==> config.mk <==
export PLATFORM = sky130hd
export DESIGN_NAME = runway_allocator_with_wait_queue
export DESIGN_NICKNAME = d
export VERILOG_FILES = /design/src/hdl/raa_pkg.sv /design/src/hdl/runway_allocator_with_wait_queue.sv /design/src/hdl/raa_ram.sv /design/src/hdl/raa_ctrl.sv /design/src/hdl/raa_datapath.sv
export SDC_FILE = /design/constraint.sdc
export NUM_CORES = 1
export LEC_CHECK = 0
export BUFFER_PORTS_ARGS = -buffer_cell sky130_fd_sc_hd__buf_2
export CORE_AREA = 2 2 215 217
export DETAILED_ROUTE_END_ITERATION = 8
export DIE_AREA = 0 0 217 219
export SLEW_MARGIN = 15
export SYNTH_ARGS = -nofsm -noshare
export SYNTH_HDL_FRONTEND = slang
export SYNTH_SLANG_ARGS = --single-unit
export TNS_END_PERCENT = 50
==> constraint.sdc <==
create_clock -name clk_i -period 4.6 [get_ports clk_i]
set_input_delay 0.92 -clock clk_i [delete_from_list [all_inputs] [get_ports clk_i]]
set_output_delay 0.92 -clock clk_i [all_outputs]
set_load 0.005 [all_outputs]
==> src/hdl/raa_pkg.sv <==
`timescale 1ns / 1ps
// ----------------------------------------------------------------------------
// raa_pkg
// shared types and constants of the runway allocator
// ----------------------------------------------------------------------------
package raa_pkg;

  localparam int ID_IN_W    = 16;
  localparam int STATUS_W   = 3;
  localparam int RIDX_OUT_W = 2;
  localparam int CFG_W      = 3;
  localparam int S_TDATA_W  = 16;
  localparam int M_TDATA_W  = 24;

  localparam logic [CFG_W-1:0] CFG_RESET = 3'd4;

  typedef enum logic [STATUS_W-1:0] {
    ST_GRANTED   = 3'd0,
    ST_QUEUED    = 3'd1,
    ST_IDLE      = 3'd2,
    ST_NOT_OWNER = 3'd3,
    ST_FULL      = 3'd4
  } status_e;

  typedef enum logic [2:0] {
    S_IDLE = 3'b001,
    S_LOOK = 3'b010,
    S_UPD  = 3'b100
  } ctrl_state_e;

  // controller to datapath
  typedef struct packed {
    logic capture;
    logic look;
    logic commit;
  } ctrl_cmd_t;

  // datapath to controller
  typedef struct packed {
    logic out_free;
  } dp_stat_t;

endpackage

==> src/hdl/runway_allocator_with_wait_queue.sv <==
`timescale 1ns / 1ps
// ----------------------------------------------------------------------------
// runway_allocator_with_wait_queue
// runway pool with owner table and fifo wait queue
// ----------------------------------------------------------------------------
// usage:
//   slave stream carries one request or release per transaction: tuser is the
//   kind (0 request, 1 release), tdata the requester id
//   master stream returns exactly one result per input transaction
//   a request takes the lowest free runway or joins the wait queue unless it is
//   full; a release by the owner hands the runway to the queue head or frees it
//   cfg_we_i / cfg_wdata_i set the number of runways in use (reset 4);
//   write only while no transaction is in flight
// timing:
//   the result is registered after a lookup cycle that compares the id against
//   every owner entry and reads the queue head ram, and a commit cycle that
//   picks the runway; a new transaction is taken in the commit cycle
// reset:
//   all runways free, queue empty; queue ram contents are not cleared
// stall:
//   a result waits in the output register; one more transaction is looked up
//   and then held until that register frees
// ----------------------------------------------------------------------------
module runway_allocator_with_wait_queue #(
  parameter int RUNWAY_COUNT = 4,
  parameter int QUEUE_DEPTH  = 16,
  parameter int ID_WIDTH     = 16
) (
  input  logic                          clk_i,
  input  logic                          rst_ni,
  // configuration: runways_in_use
  input  logic                          cfg_we_i,
  input  logic [raa_pkg::CFG_W-1:0]     cfg_wdata_i,
  // input stream
  input  logic                          s_axis_tvalid,
  output logic                          s_axis_tready,
  input  logic [raa_pkg::S_TDATA_W-1:0] s_axis_tdata,  // [15:0] requester_id
  input  logic                          s_axis_tuser,  // [0] req_type
  // result stream
  output logic                          m_axis_tvalid,
  input  logic                          m_axis_tready,
  output logic [raa_pkg::M_TDATA_W-1:0] m_axis_tdata   // [2:0] status,
                                                       // [18:3] granted_id,
                                                       // [20:19] runway_index,
                                                       // [23:21] zero
);
  import raa_pkg::*;

  ctrl_cmd_t cmd;
  dp_stat_t  stat;

  // sequencer: idle, lookup, commit
  raa_ctrl u_ctrl (
    .clk_i    (clk_i),
    .rst_ni   (rst_ni),
    .s_valid_i(s_axis_tvalid),
    .s_ready_o(s_axis_tready),
    .stat_i   (stat),
    .cmd_o    (cmd)
  );

  // owner table, queue, decision and output register
  raa_datapath #(
    .RUNWAY_COUNT(RUNWAY_COUNT),
    .QUEUE_DEPTH (QUEUE_DEPTH),
    .ID_WIDTH    (ID_WIDTH)
  ) u_dp (
    .clk_i         (clk_i),
    .rst_ni        (rst_ni),
    .cfg_we_i      (cfg_we_i),
    .cfg_wdata_i   (cfg_wdata_i),
    .req_type_i    (s_axis_tuser),
    .requester_id_i(s_axis_tdata),
    .cmd_i         (cmd),
    .stat_o        (stat),
    .m_valid_o     (m_axis_tvalid),
    .m_ready_i     (m_axis_tready),
    .m_data_o      (m_axis_tdata)
  );

endmodule

==> src/hdl/raa_ram.sv <==
`timescale 1ns / 1ps
// ----------------------------------------------------------------------------
// raa_ram
// generic single write port ram with registered read
// ----------------------------------------------------------------------------
module raa_ram #(
  parameter int WIDTH = 16,
  parameter int DEPTH = 16
) (
  input  logic                                   clk_i,
  input  logic                                   wr_en_i,
  input  logic [(DEPTH > 1 ? $clog2(DEPTH) : 1)-1:0] wr_addr_i,
  input  logic [WIDTH-1:0]                       wr_data_i,
  input  logic [(DEPTH > 1 ? $clog2(DEPTH) : 1)-1:0] rd_addr_i,
  output logic [WIDTH-1:0]                       rd_data_o
);

  logic [WIDTH-1:0] mem_q [DEPTH];
  logic [WIDTH-1:0] rd_data_q;

  always_ff @(posedge clk_i) begin
    if (wr_en_i) begin
      mem_q[wr_addr_i] <= wr_data_i;
    end
    rd_data_q <= mem_q[rd_addr_i];
  end

  assign rd_data_o = rd_data_q;

endmodule

==> src/hdl/raa_ctrl.sv <==
`timescale 1ns / 1ps
// ----------------------------------------------------------------------------
// raa_ctrl
// sequencer: accept, look up owner table, commit result
// ----------------------------------------------------------------------------
module raa_ctrl (
  input  logic               clk_i,
  input  logic               rst_ni,
  input  logic               s_valid_i,
  output logic               s_ready_o,
  input  raa_pkg::dp_stat_t  stat_i,
  output raa_pkg::ctrl_cmd_t cmd_o
);
  import raa_pkg::*;

  ctrl_state_e state_q, state_d;
  logic        commit;
  logic        ready;

  assign commit    = (state_q == S_UPD) && stat_i.out_free;
  assign ready     = (state_q == S_IDLE) || commit;
  assign s_ready_o = ready;

  assign cmd_o.capture = ready && s_valid_i;
  assign cmd_o.look    = (state_q == S_LOOK);
  assign cmd_o.commit  = commit;

  always_comb begin
    state_d = state_q;
    unique case (state_q)
      S_IDLE: begin
        if (s_valid_i) state_d = S_LOOK;
      end
      S_LOOK: begin
        state_d = S_UPD;
      end
      S_UPD: begin
        if (commit) state_d = s_valid_i ? S_LOOK : S_IDLE;
      end
      default: begin
        state_d = S_IDLE;
      end
    endcase
  end

  always_ff @(posedge clk_i or negedge rst_ni) begin
    if (!rst_ni) begin
      state_q <= S_IDLE;
    end else begin
      state_q <= state_d;
    end
  end

endmodule

==> src/hdl/raa_datapath.sv <==
`timescale 1ns / 1ps
// ----------------------------------------------------------------------------
// raa_datapath
// owner table, wait queue pointers, decision logic and output register
// ----------------------------------------------------------------------------
module raa_datapath #(
  parameter int RUNWAY_COUNT = 4,
  parameter int QUEUE_DEPTH  = 16,
  parameter int ID_WIDTH     = 16
) (
  input  logic                              clk_i,
  input  logic                              rst_ni,
  input  logic                              cfg_we_i,
  input  logic [raa_pkg::CFG_W-1:0]         cfg_wdata_i,
  input  logic                              req_type_i,
  input  logic [raa_pkg::ID_IN_W-1:0]       requester_id_i,
  input  raa_pkg::ctrl_cmd_t                cmd_i,
  output raa_pkg::dp_stat_t                 stat_o,
  output logic                              m_valid_o,
  input  logic                              m_ready_i,
  output logic [raa_pkg::M_TDATA_W-1:0]     m_data_o
);
  import raa_pkg::*;

  localparam int RIW   = (RUNWAY_COUNT > 1) ? $clog2(RUNWAY_COUNT) : 1;
  localparam int QAW   = (QUEUE_DEPTH > 1) ? $clog2(QUEUE_DEPTH) : 1;
  localparam int CNT_W = $clog2(QUEUE_DEPTH + 1);
  localparam int PAD_W = M_TDATA_W - STATUS_W - ID_IN_W - RIDX_OUT_W;

  logic [CFG_W-1:0]        cfg_q;
  logic                    rel_q;
  logic [ID_WIDTH-1:0]     id_q;
  logic [ID_WIDTH-1:0]     owner_q [RUNWAY_COUNT];
  logic [RUNWAY_COUNT-1:0] free_q, match_q, inuse_q;
  logic [QAW-1:0]          head_q, tail_q;
  logic [CNT_W-1:0]        count_q;
  logic [ID_WIDTH-1:0]     head_id;
  logic                    out_valid_q;
  logic [M_TDATA_W-1:0]    out_data_q;

  // decision signals
  logic                    free_hit, match_hit;
  logic [RIW-1:0]          free_idx, match_idx;
  status_e                 res_status;
  logic [ID_WIDTH-1:0]     res_gid;
  logic [RIW-1:0]          res_idx;
  logic                    own_we;
  logic [RIW-1:0]          own_idx;
  logic [ID_WIDTH-1:0]     own_val;
  logic                    q_push, q_pop;

  raa_ram #(
    .WIDTH(ID_WIDTH),
    .DEPTH(QUEUE_DEPTH)
  ) u_queue (
    .clk_i    (clk_i),
    .wr_en_i  (q_push),
    .wr_addr_i(tail_q),
    .wr_data_i(id_q),
    .rd_addr_i(head_q),
    .rd_data_o(head_id)
  );

  always_ff @(posedge clk_i or negedge rst_ni) begin
    if (!rst_ni) begin
      cfg_q <= CFG_RESET;
    end else if (cfg_we_i) begin
      cfg_q <= cfg_wdata_i;
    end
  end

  // captured transaction
  always_ff @(posedge clk_i) begin
    if (cmd_i.capture) begin
      rel_q <= req_type_i;
      id_q  <= ID_WIDTH'(requester_id_i);
    end
  end

  // parallel compares against the owner table
  always_ff @(posedge clk_i) begin
    if (cmd_i.look) begin
      for (int r = 0; r < RUNWAY_COUNT; r++) begin
        inuse_q[r] <= (32'(r) < 32'(cfg_q));
        free_q[r]  <= (owner_q[r] == '0) && (32'(r) < 32'(cfg_q));
        match_q[r] <= (owner_q[r] == id_q);
      end
    end
  end

  // lowest set bit of each vector
  always_comb begin
    free_hit  = 1'b0;
    free_idx  = '0;
    match_hit = 1'b0;
    match_idx = '0;
    for (int r = RUNWAY_COUNT - 1; r >= 0; r--) begin
      if (free_q[r]) begin
        free_hit = 1'b1;
        free_idx = RIW'(r);
      end
      if (match_q[r]) begin
        match_hit = 1'b1;
        match_idx = RIW'(r);
      end
    end
  end

  always_comb begin
    res_status = ST_NOT_OWNER;
    res_gid    = '0;
    res_idx    = '0;
    own_we     = 1'b0;
    own_idx    = '0;
    own_val    = '0;
    q_push     = 1'b0;
    q_pop      = 1'b0;
    if (id_q == '0) begin
      res_status = ST_NOT_OWNER;
    end else if (!rel_q) begin
      if (free_hit) begin
        res_status = ST_GRANTED;
        res_gid    = id_q;
        res_idx    = free_idx;
        own_we     = cmd_i.commit;
        own_idx    = free_idx;
        own_val    = id_q;
      end else if (count_q == CNT_W'(QUEUE_DEPTH)) begin
        res_status = ST_FULL;
      end else begin
        res_status = ST_QUEUED;
        q_push     = cmd_i.commit;
      end
    end else if (match_hit) begin
      res_idx = match_idx;
      own_we  = cmd_i.commit;
      own_idx = match_idx;
      // hand the runway to the queue head unless none waits or it is outside the active range
      if ((count_q != '0) && inuse_q[match_idx]) begin
        res_status = ST_GRANTED;
        res_gid    = head_id;
        own_val    = head_id;
        q_pop      = cmd_i.commit;
      end else begin
        res_status = ST_IDLE;
      end
    end
  end

  always_ff @(posedge clk_i or negedge rst_ni) begin
    if (!rst_ni) begin
      for (int r = 0; r < RUNWAY_COUNT; r++) begin
        owner_q[r] <= '0;
      end
      head_q  <= '0;
      tail_q  <= '0;
      count_q <= '0;
    end else begin
      if (own_we) begin
        owner_q[own_idx] <= own_val;
      end
      if (q_push) begin
        tail_q  <= (tail_q == QAW'(QUEUE_DEPTH - 1)) ? '0 : tail_q + 1'b1;
        count_q <= count_q + 1'b1;
      end
      if (q_pop) begin
        head_q  <= (head_q == QAW'(QUEUE_DEPTH - 1)) ? '0 : head_q + 1'b1;
        count_q <= count_q - 1'b1;
      end
    end
  end

  // output register
  always_ff @(posedge clk_i or negedge rst_ni) begin
    if (!rst_ni) begin
      out_valid_q <= 1'b0;
    end else if (cmd_i.commit) begin
      out_valid_q <= 1'b1;
    end else if (m_ready_i) begin
      out_valid_q <= 1'b0;
    end
  end

  always_ff @(posedge clk_i) begin
    if (cmd_i.commit) begin
      out_data_q <= {PAD_W'(0), RIDX_OUT_W'(res_idx), ID_IN_W'(res_gid), res_status};
    end
  end

  assign stat_o.out_free = !out_valid_q || m_ready_i;
  assign m_valid_o       = out_valid_q;
  assign m_data_o        = out_data_q;

endmodule

==> results.yml <==
synthesis:
  synth_compound_area_share_pct: 4.33
  synthFlopType: "edfxtp_1"
  async_reset_ff_share_pct: 20.7
  synthAdderAreaFrac_pct: 0.706
  ys_ff_latch: 406
  synth_cell_types: 68
  seq_area_frac_synth_pct: 68.3
  avgSynthCellArea_um2: 17.0
  syn_inst: 998
  synth_edf_count: 306
  synth-xor-area-share_pct: 3.55
  yosys_warnings: 0
  synthMuxAreaShare_pct: 14.2
  synth-simple-area-share_pct: 6.52
  syn-cell-area_um2: 17000
  synth_top_family_by_area: "multiplexers"
run_status:
  status: "finished, final reports clean"
clock_network:
  holdBufCountCts: 0
  cts_max_level: 2
  cts_resized: 0
  root_buffer: "clkbuf_16"
  numClockSinks: 406
  cts.reportedPaths.clkPinSlew_ns: 0.06
  clk-insertion-delay-late_ns: 0.55
  cts_tree: "yes"
  post_cts_buffers: 0
  clock_path_buffers: 3
  cts_inserted_buffers: 43
sta:
  drv_slew: 0
  fmax_mhz: 286
  worst_slew_pin_slew_ns: 1.06
  slew_headroom_pct: 28.7
  finalHoldViolCount: 0
  rsz0062_at_grt: "false"
  min_period_over_period_pct: 76.0
  fin_ws_ns: 1.10
  setup_tns_ns: 0
  fin_skew_ns: 0.0231
  setup_viol: 0
  min_period_ns: 3.50
run:
  cap_violations: 0
power_and_ir_drop:
  fin_total_pwr_uw: 10200
  powerDensity_nw_per_um2: 526
  p_leak_uw: 0.00671
  ir_worst_vdd_v: 0.000253
critical_path:
  cp-start-kind: "register"
  required_ns: 5.03
  endpoint_kind: "register"
  cpPeakStageDelay_ns: 0.39
  cp_num_buf_inv: 2
  critPathArrivalTime_ns: 3.92
  worstPathCellList: "buf_4 > nor4_2 > nand4_2 > nand2_4 > or2_4 > inv_2 > ha_1 > nor2b_1 > o21ai_0 > nand2_1 > o211a_1 > a2111o_1"
  critical_path_class: "register to register"
  reg2reg_slack_ns: 1.10
  path_max_fanout: 22
  crit_slowest_cell: "nand4_2"
  critical_path.top_delay_family: "simple AND/OR/NAND/NOR gates"
routing:
  drt_iter0_markers: 762
  via_per_inst: 5.25
  totalWireLength_mm: 38.4
  remaining_drc_errors: 0
  vias: 8984
  dr.pass1.iters: 6
  routedWlPerCell_um: 22.5
  final_antenna_net_count: 0
floorplanning:
  coreArea_um2: 45100
  initial_utilization_pct: 37.7
  die_w_um: 217
  rows: 78
  dieArea_um2: 47500
  io_pins: 51
  die-height_um: 219
global_routing:
  track_usage_pct: 16.4
  grt_pass1_wl_mm: 58.5
  antenna_found_initial: 1
  grt_max_degree: 54
  grt_pass1_vias: 9231
  overflow: 0
min_path:
  hold_class: "input port to asynchronous set/reset pin"
finish:
  drive_gt1_share_pct: 26.9
  stdcell_count: 1710
  fin_util_pct: 42.9
  syn_to_final_growth_pct: 13.8
  finalNetCount: 1111
placement:
  hpwl_mm: 25.1
  place_congestion: 0.820
  pre_cts_slack_ns: 1.08
  dp_cells: 1632
  portBuffers: 47
layout by cell type, fill, tap and decap left out, drive strengths merged, types with 26 or more instances in the layout:
cell type	instances
mux4	32
xnor2	69
nor4	26
edfxtp	306
buf	89
nand2	36
dfrtp	82
mux2i	82
a221oi	32
clkbuf	56
mux2	71
nor3	27
layer usage:
layer	vias to the layer above	track usage, %	part of all wire [%]
li1	4060	-	-
met1	4661	23.4	46
met2	199	25.9	47
met3	64	2.63	4.1
met4	0	5.02	2.5
met5	-	0	0
cell usage after synthesis (all sizes together), types with 2 or more instances:
cell / n / area [um^2]
a21oi: 4 / 23.8
nor2: 25 / 93.8
o41ai: 2 / 17.5
nor3b: 5 / 65.1
inv: 11 / 41.3
clkbuf: 19 / 71.3
nor4: 26 / 203
or2: 2 / 15.0
edfxtp: 306 / 9190
nor4b: 3 / 41.3
nor2b: 5 / 31.3
dfxtp: 16 / 320
nand2b: 3 / 18.8
buf: 38 / 290
xnor2: 69 / 604
nand3: 7 / 35.0
o21ai: 23 / 123
nand2: 36 / 143
a21o: 3 / 22.5
or3: 2 / 12.5
a22oi: 17 / 128
nand4: 18 / 119
dfrtp: 82 / 2050
nor3: 27 / 274
and2: 4 / 25.0
mux2i: 82 / 821
ha: 8 / 100
mux4: 32 / 721
a221oi: 32 / 280
dfstp: 2 / 52.6
mux2: 71 / 875
and4: 2 / 17.5
area by class of cell:
type | instances | area (um^2)
multi-input combinational | 525 | 5040
antenna | 1 | 2.50
clock inverter | 21 | 171
clock buffer | 56 | 1160
sequential | 406 | 11600
fill | 4026 | 25700
inverter | 12 | 45.0
tap | 600 | 751
timing repair buffer | 89 | 566
path summary, 6_finish.rpt:
check                                    start                end  cells past startpoint
worst max-delay path              u_dp.id_q[7]    u_dp.count_q[4]                     12
worst min-delay path                    rst_ni      u_dp.cfg_q[1]                      1
worst max register to register    u_dp.id_q[7]    u_dp.count_q[4]                     12
worst min register to register  u_dp.m_valid_o     u_dp.m_valid_o                      2
max in group asynchronous               rst_ni  u_ctrl.state_q[0]                      2
min in group clk_i              u_dp.m_valid_o     u_dp.m_valid_o                      2
report_power, final:
group	switching (uW)	total [uW]	internal (uW)
Combinational	1150	2120	977
Sequential	366	4780	4410
Clock	1390	3290	1900
Total	2900	10200	7290
kinds of logic (layout without fill, tap and decap cells):
group | Yosys count | in the layout
xor+xnor | 69 | 69
simple gates | 167 | 167
other cells | 1 | 4
compound gates | 92 | 92
fa+ha+maj | 9 | 9
buf+inv | 69 | 178
mux | 185 | 185
flops | 406 | 406
metrics by stage:
step	hold WS, ns	instance area, um^2
after floorplan	0.495	17000
after global placement	0.510	18000
after detailed placement	0.509	18000
after CTS	0.447	19400
after global routing	0.478	19400
final	0.413	19400
sequential cells by signal, summed over array words and instances (netlist names):
signal / flops
u_dp.free_q: 4
u_dp.u_queue.rd_data_o: 16
u_dp.tail_q: 4
u_dp.cfg_q: 3
u_ctrl.state_q: 3
u_dp.m_data_o: 21
u_dp.owner_q: 64
u_dp.u_queue.mem_q: 256
u_dp.inuse_q: 4
u_dp.m_valid_o: 1
u_dp.head_q: 4
u_dp.count_q: 5
u_dp.match_q: 4
u_dp.id_q: 16
u_dp.rel_q: 1
Power figures use the tool's default switching activity.
